## src/design/video_thumbnail_decimator_yuv_rgb_macros.svh

```systemverilog
// Assertion macros for the thumbnail decimator.
// Depends on nothing; included by the files that carry assertions.
`ifndef VIDEO_THUMBNAIL_DECIMATOR_YUV_RGB_MACROS_SVH
`define VIDEO_THUMBNAIL_DECIMATOR_YUV_RGB_MACROS_SVH

`ifndef SYNTHESIS
// Same-cycle implication, checked out of reset.
`define VTD_ASSERT_IMPLY(label, clk, rst, ante, cons) \
   label: assert property (@(posedge clk) disable iff (rst) (ante) |-> (cons)) \
      else $error("implication check failed");
// Next-cycle implication, checked out of reset.
`define VTD_ASSERT_NEXT(label, clk, rst, ante, cons) \
   label: assert property (@(posedge clk) disable iff (rst) (ante) |=> (cons)) \
      else $error("next-cycle check failed");
`else
`define VTD_ASSERT_IMPLY(label, clk, rst, ante, cons)
`define VTD_ASSERT_NEXT(label, clk, rst, ante, cons)
`endif

`endif

```

## src/design/vtd_pkg.sv

```systemverilog
// Package for the thumbnail decimator: payload structs, register indexes,
// sampling constants and small helper functions. No dependencies.
package vtd_pkg;

   // Register indexes of the configuration port
   localparam int unsigned CsrIndexWidth = 4;
   localparam logic [CsrIndexWidth-1:0] CSR_MODE_TALL = 4'd0;
   localparam logic [CsrIndexWidth-1:0] CSR_GRAY_MODE = 4'd1;
   localparam int unsigned CsrDataWidth = 8;

   // Raster geometry
   localparam logic [3:0] LAST_GROUP  = 4'd15;   // 16 groups of 22 columns
   localparam logic [4:0] LAST_OFFSET = 5'd21;
   localparam logic [5:0] THUMB_ROWS  = 6'd56;
   localparam logic [5:0] LAST_ROW    = 6'd55;
   localparam logic [2:0] LAST_PHASE  = 3'd6;

   typedef struct packed {
      logic [7:0] luma;
      logic [7:0] chroma_blue;
      logic [7:0] chroma_red;
      logic       frame_start;
   } req_type;

   typedef struct packed {
      logic [7:0] red;
      logic [7:0] green;
      logic [7:0] blue;
      logic [5:0] thumb_col;
      logic [5:0] thumb_row;
      logic       thumb_last;
   } rsp_type;

   // Column picked inside a 22-column group: hit flag plus slot 0..3
   typedef struct packed {
      logic       hit;
      logic [1:0] slot;
   } col_pick_type;

   function automatic col_pick_type column_slot(input logic [4:0] off);
      col_pick_type p;
      p = '{hit: 1'b0, slot: 2'd0};
      unique case (off)
         5'd0:    p = '{hit: 1'b1, slot: 2'd0};
         5'd6:    p = '{hit: 1'b1, slot: 2'd1};
         5'd11:   p = '{hit: 1'b1, slot: 2'd2};
         5'd17:   p = '{hit: 1'b1, slot: 2'd3};
         default: p = '{hit: 1'b0, slot: 2'd0};
      endcase
      return p;
   endfunction

   // Source-line step for the given phase of the seven-row cycle
   function automatic logic [2:0] line_step(input logic tall, input logic [2:0] phase);
      logic [2:0] s;
      if (tall) begin
         s = (phase >= 3'd6) ? 3'd6 : 3'd5;
      end else begin
         s = (phase < 3'd2) ? 3'd5 : 3'd4;
      end
      return s;
   endfunction

   // Saturate a signed sum in -128..382 to a byte
   function automatic logic [7:0] clamp_byte(input logic signed [9:0] v);
      logic [7:0] c;
      if (v[9]) begin
         c = 8'd0;
      end else if (v[8]) begin
         c = 8'd255;
      end else begin
         c = v[7:0];
      end
      return c;
   endfunction

endpackage

```

## src/design/video_thumbnail_decimator_yuv_rgb.sv

```systemverilog
// Thumbnail decimator top level; depends on vtd_pkg and the assertion macros header.
// A picked source pixel is registered in stage 1 and then in the stage 2 output register.
// Throughput: one source pixel per cycle, unpicked pixels give no result; stage 1
// counts and selects, stage 2 converts color; a stalled output stalls both stages.
// Reset (synchronous, active high) clears counters and valid bits; the reset
// state acts as the start of a frame.
`include "video_thumbnail_decimator_yuv_rgb_macros.svh"

module video_thumbnail_decimator_yuv_rgb (
   input  logic                                 clock,
   input  logic                                 reset,
   // source pixel channel
   input  logic                                 req_valid,
   output logic                                 req_ready,
   input  vtd_pkg::req_type                     req_data,
   // thumbnail pixel channel
   output logic                                 rsp_valid,
   input  logic                                 rsp_ready,
   output vtd_pkg::rsp_type                     rsp_data,
   // register write channel
   input  logic                                 csr_valid,
   output logic                                 csr_ready,
   input  logic [vtd_pkg::CsrIndexWidth-1:0]    csr_index,
   input  logic [vtd_pkg::CsrDataWidth-1:0]     csr_wdata
);
   import vtd_pkg::*;

   // Registers
   logic       mode_tall_ff, gray_mode_ff;
   logic [3:0] group_ff,  group_in;
   logic [4:0] offset_ff, offset_in;
   logic [8:0] line_ff,   line_in;
   logic [8:0] next_line_ff, next_line_in;
   logic [2:0] phase_ff,  phase_in;
   logic [5:0] out_line_ff, out_line_in;

   logic       s1_valid_ff, s1_valid_in;
   logic [7:0] s1_luma_ff, s1_cb_ff, s1_cr_ff;
   logic [5:0] s1_col_ff, s1_col_in;
   logic [5:0] s1_row_ff, s1_row_in;
   logic       s1_last_ff, s1_last_in;

   logic       rsp_valid_ff;
   rsp_type    rsp_data_ff, rsp_data_in;

   // Handshake: both stages move together when the output can take a result
   logic advance, accept;
   assign advance   = !rsp_valid_ff || rsp_ready;
   assign accept    = req_valid && advance;
   assign req_ready = advance;
   assign rsp_valid = rsp_valid_ff;
   assign rsp_data  = rsp_data_ff;
   assign csr_ready = 1'b1;

   // Configuration registers
   always_ff @(posedge clock) begin
      if (reset) begin
         mode_tall_ff <= 1'b0;
         gray_mode_ff <= 1'b0;
      end else if (csr_valid) begin
         if (csr_index == CSR_MODE_TALL) begin
            mode_tall_ff <= csr_wdata[0];
         end else if (csr_index == CSR_GRAY_MODE) begin
            gray_mode_ff <= csr_wdata[0];
         end
      end
   end

   // Stage 1: frame counters and pixel selection
   logic [3:0]   grp_e;
   logic [4:0]   off_e;
   logic [8:0]   line_e, next_e;
   logic [2:0]   phase_e;
   logic [5:0]   oline_e;
   logic         on_row, line_end;
   col_pick_type pick;

   always_comb begin
      // frame_start clears the counters before this pixel is handled
      grp_e   = req_data.frame_start ? '0 : group_ff;
      off_e   = req_data.frame_start ? '0 : offset_ff;
      line_e  = req_data.frame_start ? '0 : line_ff;
      next_e  = req_data.frame_start ? '0 : next_line_ff;
      phase_e = req_data.frame_start ? '0 : phase_ff;
      oline_e = req_data.frame_start ? '0 : out_line_ff;

      on_row   = (oline_e < THUMB_ROWS) && (line_e == next_e);
      pick     = column_slot(off_e);
      line_end = (grp_e == LAST_GROUP) && (off_e == LAST_OFFSET);

      s1_valid_in = accept && on_row && pick.hit;
      s1_col_in   = {grp_e, pick.slot};
      s1_row_in   = LAST_ROW - oline_e;
      s1_last_in  = (oline_e == LAST_ROW) && (s1_col_in == 6'd63);

      // column position within the line
      if (off_e == LAST_OFFSET) begin
         offset_in = '0;
         group_in  = grp_e + 4'd1;   // wraps to 0 after the last group
      end else begin
         offset_in = off_e + 5'd1;
         group_in  = grp_e;
      end

      // line bookkeeping at the end of each source line
      line_in      = line_e;
      next_line_in = next_e;
      phase_in     = phase_e;
      out_line_in  = oline_e;
      if (line_end) begin
         line_in = line_e + 9'd1;
         if (on_row) begin
            next_line_in = next_e + {6'd0, line_step(mode_tall_ff, phase_e)};
            out_line_in  = oline_e + 6'd1;
            phase_in     = (phase_e == LAST_PHASE) ? 3'd0 : phase_e + 3'd1;
         end
      end
   end

   always_ff @(posedge clock) begin
      if (reset) begin
         group_ff     <= '0;
         offset_ff    <= '0;
         line_ff      <= '0;
         next_line_ff <= '0;
         phase_ff     <= '0;
         out_line_ff  <= '0;
      end else if (accept) begin
         group_ff     <= group_in;
         offset_ff    <= offset_in;
         line_ff      <= line_in;
         next_line_ff <= next_line_in;
         phase_ff     <= phase_in;
         out_line_ff  <= out_line_in;
      end
   end

   always_ff @(posedge clock) begin
      if (reset) begin
         s1_valid_ff <= 1'b0;
      end else if (advance) begin
         s1_valid_ff <= s1_valid_in;
      end
   end

   always_ff @(posedge clock) begin
      if (advance) begin
         s1_luma_ff <= req_data.luma;
         s1_cb_ff   <= req_data.chroma_blue;
         s1_cr_ff   <= req_data.chroma_red;
         s1_col_ff  <= s1_col_in;
         s1_row_ff  <= s1_row_in;
         s1_last_ff <= s1_last_in;
      end
   end

   // Stage 2: simplified YCbCr to RGB with saturation
   logic signed [9:0] y_s, cb_s, cr_s, cr_half, r_sum, g_sum, b_sum;

   always_comb begin
      y_s     = $signed({2'b00, s1_luma_ff});
      cb_s    = $signed({2'b00, s1_cb_ff}) - 10'sd128;
      cr_s    = $signed({2'b00, s1_cr_ff}) - 10'sd128;
      // halve toward zero: bias negative values by one before the shift
      cr_half = (cr_s + $signed({9'd0, cr_s[9]})) >>> 1;
      r_sum   = y_s + cr_s;
      g_sum   = y_s - cr_half;
      b_sum   = y_s + cb_s;

      rsp_data_in.thumb_col  = s1_col_ff;
      rsp_data_in.thumb_row  = s1_row_ff;
      rsp_data_in.thumb_last = s1_last_ff;
      if (gray_mode_ff) begin
         rsp_data_in.red   = s1_luma_ff;
         rsp_data_in.green = s1_luma_ff;
         rsp_data_in.blue  = s1_luma_ff;
      end else begin
         rsp_data_in.red   = clamp_byte(r_sum);
         rsp_data_in.green = clamp_byte(g_sum);
         rsp_data_in.blue  = clamp_byte(b_sum);
      end
   end

   always_ff @(posedge clock) begin
      if (reset) begin
         rsp_valid_ff <= 1'b0;
      end else if (advance) begin
         rsp_valid_ff <= s1_valid_ff;
      end
   end

   always_ff @(posedge clock) begin
      if (advance) begin
         rsp_data_ff <= rsp_data_in;
      end
   end

   // Checks
   `VTD_ASSERT_IMPLY(a_last_is_corner, clock, reset,
      s1_valid_ff && s1_last_ff, (s1_col_ff == 6'd63) && (s1_row_ff == 6'd0))
   `VTD_ASSERT_NEXT(a_done_gives_nothing, clock, reset,
      accept && !req_data.frame_start && (out_line_ff == THUMB_ROWS), !s1_valid_ff)
   `VTD_ASSERT_NEXT(a_line_wrap, clock, reset,
      accept && line_end, (group_ff == 4'd0) && (offset_ff == 5'd0))
   `VTD_ASSERT_IMPLY(a_gray_equal, clock, reset,
      rsp_valid_ff && gray_mode_ff,
      (rsp_data_ff.red == rsp_data_ff.green) && (rsp_data_ff.green == rsp_data_ff.blue))

endmodule

```

## config.mk

```make
export PLATFORM = sky130hd
export DESIGN_NAME = video_thumbnail_decimator_yuv_rgb
export DESIGN_NICKNAME = d
export VERILOG_FILES = /design/src/design/vtd_pkg.sv /design/src/design/video_thumbnail_decimator_yuv_rgb.sv
export VERILOG_INCLUDE_DIRS = /design/src /design/src/design
export SDC_FILE = /design/constraint.sdc
export NUM_CORES = 1
export LEC_CHECK = 0
export ABC_AREA = 1
export BUFFER_PORTS_ARGS = -buffer_cell sky130_fd_sc_hd__buf_2
export CAP_MARGIN = 20
export CORE_MARGIN = 5
export CORE_UTILIZATION = 40
export DETAILED_ROUTE_END_ITERATION = 16
export GPL_ROUTABILITY_DRIVEN = 1
export GPL_TIMING_DRIVEN = 0
export PLACE_DENSITY = 0.56
export SKIP_LAST_GASP = 1
export SYNTH_ARGS = -nofsm -noshare
export SYNTH_HDL_FRONTEND = slang
export SYNTH_SLANG_ARGS = --single-unit
```

## constraint.sdc

```tcl
create_clock -name clock -period 4.35 [get_ports clock]
set_input_delay 0.6525 -clock clock [delete_from_list [all_inputs] [get_ports clock]]
set_output_delay 0.6525 -clock clock [all_outputs]
set_load 0.01 [all_outputs]
```

Yosys cells after proc, flatten, opt, wreduce, memory -nomap -nowiden
Cells that the tools add are included.
{"block": "classes", "addsub": 13, "mul": 0, "div_mod_pow": 0, "magnitude_cmp": 3, "n_eq_ne": 10, "shift": 0, "n_mux": 29, "bitwise": 1, "reduce_logical": 12}
{"op": "two-way mux 8 bit", "n": 6}
{"op": "two-way mux 9 bit", "n": 5}
{"op": "two-way mux 24 bit", "n": 1}
{"op": "adder 9 x 9 -> 10 bit", "n": 2}
{"op": "two-way mux 3 bit", "n": 6}
{"op": "two-way mux 6 bit", "n": 3}
{"op": "subtractor 8 x 8 -> 9 bit (second input constant)", "n": 2}
{"op": "equality test 6 bit (second input constant)", "n": 2}
{"op": "one-hot mux 3 bit (4 select lines)", "n": 1}
{"op": "adder 9 x 2 -> 10 bit", "n": 1}
{"op": "equality test 5 bit (second input constant)", "n": 2}
{"op": "two-way mux 5 bit", "n": 2}
{"op": "subtractor 9 x 9 -> 10 bit", "n": 1}
{"op": "adder 9 x 1 -> 9 bit (second input constant)", "n": 1}
{"op": "adder 9 x 3 -> 9 bit", "n": 1}
{"op": "equality test 9 bit", "n": 1}
{"op": "two-way mux 4 bit", "n": 2}
{"op": "adder 6 x 1 -> 6 bit (second input constant)", "n": 1}
{"op": "logical AND 1 bit", "n": 6}
{"op": "< comparator 6 bit (second input constant)", "n": 1}
{"op": "subtractor 6 bit (first input constant)", "n": 1}
{"op": "adder 5 x 1 -> 5 bit (second input constant)", "n": 1}
{"op": "equality test 5 x 3 -> 1 bit (second input constant)", "n": 1}
{"op": "equality test 5 x 4 -> 1 bit (second input constant)", "n": 1}
{"op": "16 further kinds", "n": 17}
{"block": "word_totals", "register_bits": 114, "latchBits": 0, "ram_bits": 0, "rom_bits": 0, "out_inout_bits": 40, "elab_cells": 90, "n_memories": 0}

Depth between registers and ports, before layout
Gate-level depths: netlist (run 1).
{"block": "logic_depth", "word_depth": 9, "ltp_mapped": 18}

Worst setup path before layout (run 1)
Ideal clock, no wire load.
{"block": "synth_timing", "kind": "input port to flip-flop", "from": "input rsp_ready", "to": "register line_ff[7]", "arrival_ps": 3589, "t_required_ps": 4233, "slack_ps": 643, "stages": 9, "n_path_buf": 1, "path_cell_list": "nor2_1 -> inv_1 -> nand2_2 -> nor2_1 -> inv_1 -> buf_2 -> nand2_1 -> a21boi_0 -> nor2_1"}
{"block": "synth_via", "elab_chain_cells": 2}
{"item": "start: declaration", "line_no": "video_thumbnail_decimator_yuv_rgb.sv:18", "source": "input logic rsp_ready,"}
{"item": "logical OR 1 bit", "line_no": "video_thumbnail_decimator_yuv_rgb.sv:48", "source": "assign advance = !rsp_valid_ff || rsp_ready;"}
{"item": "net req_ready", "line_no": "video_thumbnail_decimator_yuv_rgb.sv:14", "source": "output logic req_ready,"}
{"item": "logical AND 1 bit", "line_no": "video_thumbnail_decimator_yuv_rgb.sv:49", "source": "assign accept = req_valid && advance;"}
{"item": "end signal: assignment", "line_no": "video_thumbnail_decimator_yuv_rgb.sv:131", "source": "line_ff <= line_in;"}
{"item": "end: declaration", "line_no": "video_thumbnail_decimator_yuv_rgb.sv:32", "source": "logic [8:0] line_ff, line_in;"}
The timed path passes the listed nets, and every way through them passes these cells.
A chain may end at the register's enable or synchronous reset.

==> metrics.csv, run 1 <==
stage,metric,value,unit
worst_hold_path,Worst Hold Class,primary input to flop,
placement,PortBufs,72,
clock_tree,Clock H-tree levels,4,
route,remaining routing DRC violations,0,
clock_tree,Max Root-Sink Buffers,2,
grt,GRT Residual Overflow,0,
pwr,Peak VDD IR,0.000273,V
worst_setup_path,crit-path max FO,8,
pwr,Pint,2.32,mW
final_layout,non-filler instance count after layout,1112,
clock_tree,post-CTS sizing,0,
sta,Worst slew margin,0.385,
sta,fin crit share,0.695,
route,initial drt markers,280,
worst_setup_path,critical setup path kind,flop to flop,
final_layout,area grow syn2layout,18.5,%
final_layout,fin util,0.486,
placement,Inst Count DP,1080,
grt,grt met2 use,0.296,
die,core box area,0.0159,mm²
final_layout,number of diodes,0,
grt,gr busiest metal,met2,
clock_tree,CTS root buf,clkbuf_16,
pwr,Pwr Density,403,mW/mm²
final_layout,Final Net Count,968,
sta,f_max,331,MHz
placement,dpl hpwl,11200,µm
die,Ports,82,
die,die width,138,µm
route,DR pass1 iterations,5,
route,final wirelength,14900,µm
route,post-route ant nets,0,
pwr,static leakage,3.58,nW
sta,min setup slack post-route,1.33,ns
clock_tree,postcts setup bufs,0,
logic_synthesis,Post-Synthesis Cells,792,
grt,Total Routing Usage GR,0.167,
pwr,sequential cell fraction of total power,0.412,
clock_tree,"Reg clk slew, reported paths",0.06,ns
final_layout,share of cells above drive strength 1,0.146,
sta,Slew Limit Fails,0,
sta,actual slew at the worst max-slew pin,0.922,ns
die,FP Rows,46,
logic_synthesis,Syn. warnings,0,
clock_tree,# hold bufs at CTS,0,
grt,initial antenna violation count,0,
clock_tree,clk sinks,114,
status,status,completed,
logic_synthesis,Netlist Area Pre-Place,0.00654,mm²
die,die height,138,µm
sta,Tmin final,3.02,ns
worst_setup_path,arrival time worst endpoint,3.29,ns
logic_synthesis,Synth cell types,42,
placement,pre-CTS worst setup slack,1.08,ns
worst_setup_path,Critical Path Source Type,flop,
route,wire length per cell,13.4,µm
sta,Clock Skew,0.00740,ns
clock_tree,total CTS buffers,17,
grt,GR Util met1,0.198,
pwr,clock share of power,0.439,
sta,RSZ-0062 raised after global routing,false,
worst_setup_path,Setup crit end kind,flop,
route,via count of the routed design,5232,
pwr,Logic pwr share,0.149,
die,initial cell density of the core,0.410,
logic_synthesis,syn avg cell area,8.26,µm²
pwr,"Power, Total",3.12,mW
placement,gpl congestion,0.889,
grt,vias in the first global route,4959,
clock_tree,clk_lat worst skew,0.41,ns
logic_synthesis,"FF+latch count, synth",114,
sta,Final Hold Viols,0,
route,number of vias per cell,4.71,
clock_tree,CTS tree,built,
pwr,P_sw,0.802,mW
logic_synthesis,synthesized net count,877,
grt,first-pass GRT wire length,24500,µm
worst_setup_path,Worst EP required,4.62,ns
grt,met3 Use GR,0.0421,
sta,endpoints failing setup,0,
logic_synthesis,"Seq/Total Area, Yosys",0.462,
grt,largest net degree at the start of global routing,77,
sta,setup tns final,0,ns
die,die area,0.0190,mm²
final_layout,filler instances,1567,
run,maxcap violations,0,
pwr,Sw Share,0.257,
-- through the flow --
stage	area (µm²)	hold WS (ns)
floorplan	6540	0.400
global placement	7170	0.401
detailed placement	7170	0.405
CTS	7750	0.392
global route	7750	0.394
finish	7750	0.413
-- metal layers --
metal | up-vias | share of wire
li1 | 2774 | -
met1 | 2340 | 0.44
met3 | 15 | 0.043
met2 | 103 | 0.50
met5 | - | 0
met4 | 0 | 0.015
-- sequential cells by signal, summed over array words and instances, names as in the netlist --
name          cells
offset_ff         5
next_line_ff      9
s1_cr_ff          8
s1_luma_ff        8
rsp_valid         1
out_line_ff       6
s1_col_ff         6
s1_cb_ff          8
s1_valid_ff       1
phase_ff          3
rsp_data         37
s1_last_ff        1
group_ff          4
gray_mode_ff      1
line_ff           9
mode_tall_ff      1
s1_row_ff         6
-- path summary, 6_finish.rpt --
path | startpoint | end | slack, ns | cells past startpoint
hold reg to reg | s1_row_ff[1] | rsp_data[2] | 0.41 | 0
setup reg to reg | s1_cr_ff[7] | rsp_data[24] | 1.33 | 17
hold / removal | req_data[19] | s1_luma_ff[2] | 0.41 | 1
setup / recovery | s1_cr_ff[7] | rsp_data[24] | 1.33 | 17
-- cell families after synthesis --
family,share of synthesized area
AOI/OAI and AO/OA,0.0683
buffers and inverters,0.0765
adders and majority gates,0.0868
and+or+nand+nor,0.272
DFF,0.462
xor gates and xnor gates,0.0335
other,0.000573
-- layout by cell type, fill, tap and decap left out, drive strengths merged, types with 4 or more instances in the layout --
cell type  instances
xnor2             13
inv              109
a21boi             5
nor3               9
clkbuf            28
fa                 4
nand4             11
xor2              12
clkinv             8
dfxtp             40
buf               79
nand2            236
nor2              71
a21oi             49
ha                39
edfxtp            74
nand3             69
o21ai             21
-- cells in the mapped netlist --
cell	instances	area [µm²]
a22oi_1	1	7.51
a21oi_1	49	245
nor2_1	61	229
buf_4	1	7.51
buf_2	3	15.0
nor3b_1	2	15.0
nand2_2	3	18.8
buf_6	2	22.5
o21ai_1	4	20.0
a21o_1	1	7.51
fa_1	4	80.1
nor2_4	4	45.0
nand4_1	11	68.8
o21ai_0	17	85.1
o211ai_1	3	22.5
inv_2	4	15.0
nand3_4	1	17.5
conb_1	1	3.75
nand2_1	230	863
edfxtp_1	74	2220
buf_1	1	3.75
nor3_1	9	45.0
nor2_2	3	18.8
ha_1	39	488
or2_2	1	6.26
inv_1	104	390
clkbuf_1	8	30.0
clkinv_1	2	7.51
nor4b_1	1	8.76
nor2_8	3	60.1
a21boi_0	2	15.0
a31oi_1	1	6.26
nand2_4	3	33.8
nand3_1	66	330
a21boi_1	3	22.5
nand3_2	2	20.0
xnor2_1	13	114
xor2_1	12	105
a221oi_1	1	8.76
o22ai_1	1	6.26
inv_6	1	8.76
dfxtp_1	40	801
-- cell type report --
class / instances / area (µm²) / area share
buffer: 15 / 78.8 / 0.0102
clock buffer: 20 / 437 / 0.0563
clock inverter: 12 / 140 / 0.0181
inverter: 111 / 424 / 0.0547
multi-input combinational: 552 / 3020 / 0.389
sequential: 114 / 3020 / 0.390
tap: 216 / 270 / 0.0349
timing repair buffer: 72 / 360 / 0.0465
-- critical path, stage by stage (launching register included) --
cell and delay, ns:
edfxtp_1 0.44, inv_1 0.20, nand2_1 0.12, inv_1 0.09, ha_1 0.21, nand2_1 0.07
nor2_1 0.15, nand2_1 0.08, xor2_1 0.15, ha_1 0.36, nand2_1 0.07, inv_1 0.06
a21boi_0 0.08, nand2_1 0.08, nand2_1 0.06, a21oi_1 0.47, nand2_1 0.10, nand2_1 0.08
-- power by group through the flow --
| stage | registers, mW | logic [mW] | clock network [mW] |
|---|---|---|---|
| floorplan | 1.34 | 0.294 | 0 |
| global placement | 1.31 | 0.468 | 0 |
| detailed placement | 1.31 | 0.469 | 0 |
| CTS | 1.29 | 0.471 | 1.40 |
| global route | 1.29 | 0.540 | 1.46 |
| finish | 1.29 | 0.467 | 1.37 |
Power figures use the tool's default switching activity.
==> run 2: changes to the inputs <==
==> constraint.sdc (replaced) <==
create_clock -name clock -period 2.85 [get_ports clock]
set_input_delay 0.4275 -clock clock [delete_from_list [all_inputs] [get_ports clock]]
set_output_delay 0.4275 -clock clock [all_outputs]
set_load 0.01 [all_outputs]
==> run 2 against run 1 <==
Compared with the run above:
- register-to-register slack lost 1.1 ns
- critical path depth grew 1
- non-clock buffer count grew 6
- hold slack lost 0.24 ns
- routed wire length grew 2.9%
- via count grew 2.1%
- largest cell class is now multi-input combinational cells
==> metrics.csv, run 2 (synthesis gave the netlist of run 1 again) <==
stage,metric,value,unit
placement,pre-CTS worst setup slack,-0.219,ns
pwr,sequential cell fraction of total power,0.407,
clock_tree,Max Root-Sink Buffers,2,
worst_hold_path,Worst Hold Class,primary input to flop,
worst_setup_path,cell chain of the critical path,"inv_2, nand2_1, inv_2, ha_4, nand2_1, nor2_2, nand2_1, xor2_1, ha_1, nand2_1, inv_1, a21boi_0, nand2_1, or2_2, nand2_1, nand2_1, nand2_1, nand2_1",
route,highest metal used,met4,
pwr,clock share of power,0.441,
route,WL met1,6670,µm
die,Ports,82,
grt,Total Routing Usage GR,0.168,
worst_setup_path,CP Launch Point,s1_cr_ff[7],
pwr,Logic pwr share,0.152,
route,post-route ant nets,0,
pwr,Pwr Density,614,mW/mm²
worst_setup_path,Worst Setup EP,rsp_data[28],
worst_setup_path,Critical Path Source Type,flop,
worst_setup_path,Worst EP required,3.03,ns
die,initial cell density of the core,0.410,
clock_tree,"Reg clk slew, reported paths",0.06,ns
sta,hold slack final,0.176,ns
worst_setup_path,Slowest cell on crit path,edfxtp_1,
final_layout,"commonest non-fill, non-tap cells in the layout","nand2_1, inv_1, buf_2",
final_layout,Final Net Count,975,
final_layout,"Design Area, Final",0.00787,mm²
worst_setup_path,Worst Reg2Reg Path Length in Cells,18,
sta,Clock Skew,0.00748,ns
placement,gpl congestion,0.884,
sta,Tmin final,2.67,ns
clock_tree,clk_lat worst skew,0.42,ns
worst_setup_path,r2r setup slk,0.18,ns
route,final wirelength,15300,µm
grt,vias in the first global route,4917,
worst_setup_path,crit-path max FO,4,
run,maxcap violations,0,
worst_setup_path,Critical R2R Launch,s1_cr_ff[7],
sta,Final Hold Viols,0,
clock_tree,total CTS buffers,17,
route,number of vias per cell,4.78,
placement,Inst Count DP,1081,
route,routed wl met3,688,µm
sta,Worst slew margin,0.450,
final_layout,share of cells above drive strength 1,0.167,
die,die width,138,µm
final_layout,"most common cell after layout, fill and taps aside",nand2_1,
pwr,Peak VDD IR,0.000447,V
final_layout,area grow syn2layout,20.3,%
status,status,completed,
route,remaining routing DRC violations,0,
sta,f_max,375,MHz
placement,PortBufs,72,
clock_tree,# hold bufs at CTS,0,
route,DR pass1 iterations,5,
worst_setup_path,arrival time worst endpoint,2.84,ns
worst_setup_path,terminus of the critical flop-to-flop path,rsp_data[28],
clock_tree,Clock H-tree levels,4,
pwr,static leakage,3.62,nW
grt,initial antenna violation count,0,
placement,dpl hpwl,11400,µm
route,via count of the routed design,5344,
final_layout,Largest register FFs,37,
sta,min setup slack post-route,0.184,ns
die,FP Rows,46,
die,die height,138,µm
worst_setup_path,critical setup path kind,flop to flop,
clock_tree,CTS root buf,clkbuf_16,
sta,Slew Limit Fails,0,
die,core box area,0.0159,mm²
pwr,Pint,3.56,mW
pwr,"Power, Total",4.83,mW
sta,actual slew at the worst max-slew pin,0.820,ns
route,initial drt markers,315,
worst_setup_path,Crit path largest cell delay,0.41,ns
sta,endpoints failing setup,0,
grt,largest net degree at the start of global routing,43,
sta,RSZ-0062 raised after global routing,false,
sta,fin crit share,0.935,
placement,placed instance area,0.00721,mm²
clock_tree,CTS tree,built,
pwr,Sw Share,0.262,
final_layout,non-filler instance count after layout,1119,
sta,setup tns final,0,ns
route,met2 WL post-DR,7720,µm
pwr,P_sw,1.26,mW
final_layout,number of diodes,0,
final_layout,fin util,0.494,
die,die area,0.0190,mm²
worst_setup_path,"most used cell, CP",nand2_1,
grt,GRT Residual Overflow,0,
route,wire length per cell,13.7,µm
clock_tree,clk sinks,114,
worst_setup_path,Setup crit end kind,flop,
grt,first-pass GRT wire length,24300,µm
run 2: cell count changes in the layout (fill, tap and decap cells not counted), sizes merged:
cell	delta
inv	-1
clkinvlp	+3
clkinv	+1
clkbuf	-2
buf	+6
run 2: what timing repair did:
action	4_1_cts	5_1_grt
cloned	0	1
setup buffers	1	4
endpoints found under the hold margin	0	0
setup endpoints to repair	8	41
resized for setup	3	5
pin swaps	0	3
run 2: routing by layer:
| metal | GRT usage | up-vias |
|---|---|---|
| met4 | 0.0543 | 0 |
| met2 | 0.289 | 116 |
| met1 | 0.203 | 2419 |
| li1 | - | 2790 |
| met3 | 0.0468 | 19 |
| met5 | 0 | - |
run 2: area by class of cell:
cell class              count  area, µm²
plain buffers              15       78.8
clock buffers              18        429
clock inverters            14        166
fillers                  1498       8070
inverters                 111        425
multi-input cells         552       3050
flip-flops and latches    114       3020
well taps                 216        270
repair buffers             78        418
repair inverters            1       5.00
run 2: worst min path at each step:
stage,endpoint,depth (start not counted),startpoint,slack [ns]
2_1_floorplan,rsp_data[0],0,s1_last_ff,0.40
3_3_place_gp,rsp_data[2],0,s1_row_ff[1],0.40
3_5_place_dp,rsp_data[3],0,s1_row_ff[2],0.40
4_1_cts,s1_cr_ff[3],1,req_data[4],0.16
5_1_grt,s1_cr_ff[3],1,req_data[4],0.15
6_report,s1_luma_ff[1],1,req_data[18],0.18
run 2: power groups by stage:
| stage | Combinational [mW] | Sequential (mW) | Clock [mW] |
|---|---|---|---|
| 2_1_floorplan | 0.451 | 2.04 | 0 |
| 3_3_place_gp | 0.715 | 2.00 | 0 |
| 3_5_place_dp | 0.719 | 2.00 | 0 |
| 4_1_cts | 0.727 | 1.97 | 2.17 |
| 5_1_grt | 0.843 | 1.98 | 2.25 |
| 6_report | 0.736 | 1.96 | 2.13 |
run 2: critical path, delay by kind of cell (launching register included):
kind / cells / cell delay (ns)
AND/OR/NAND/NOR: 11 / 1.00
buffers and inverters: 3 / 0.21
flip-flops: 1 / 0.41
XOR/XNOR: 1 / 0.15
adder cells (fa/ha/maj): 2 / 0.50
AO/OA/AOI/OAI: 1 / 0.15
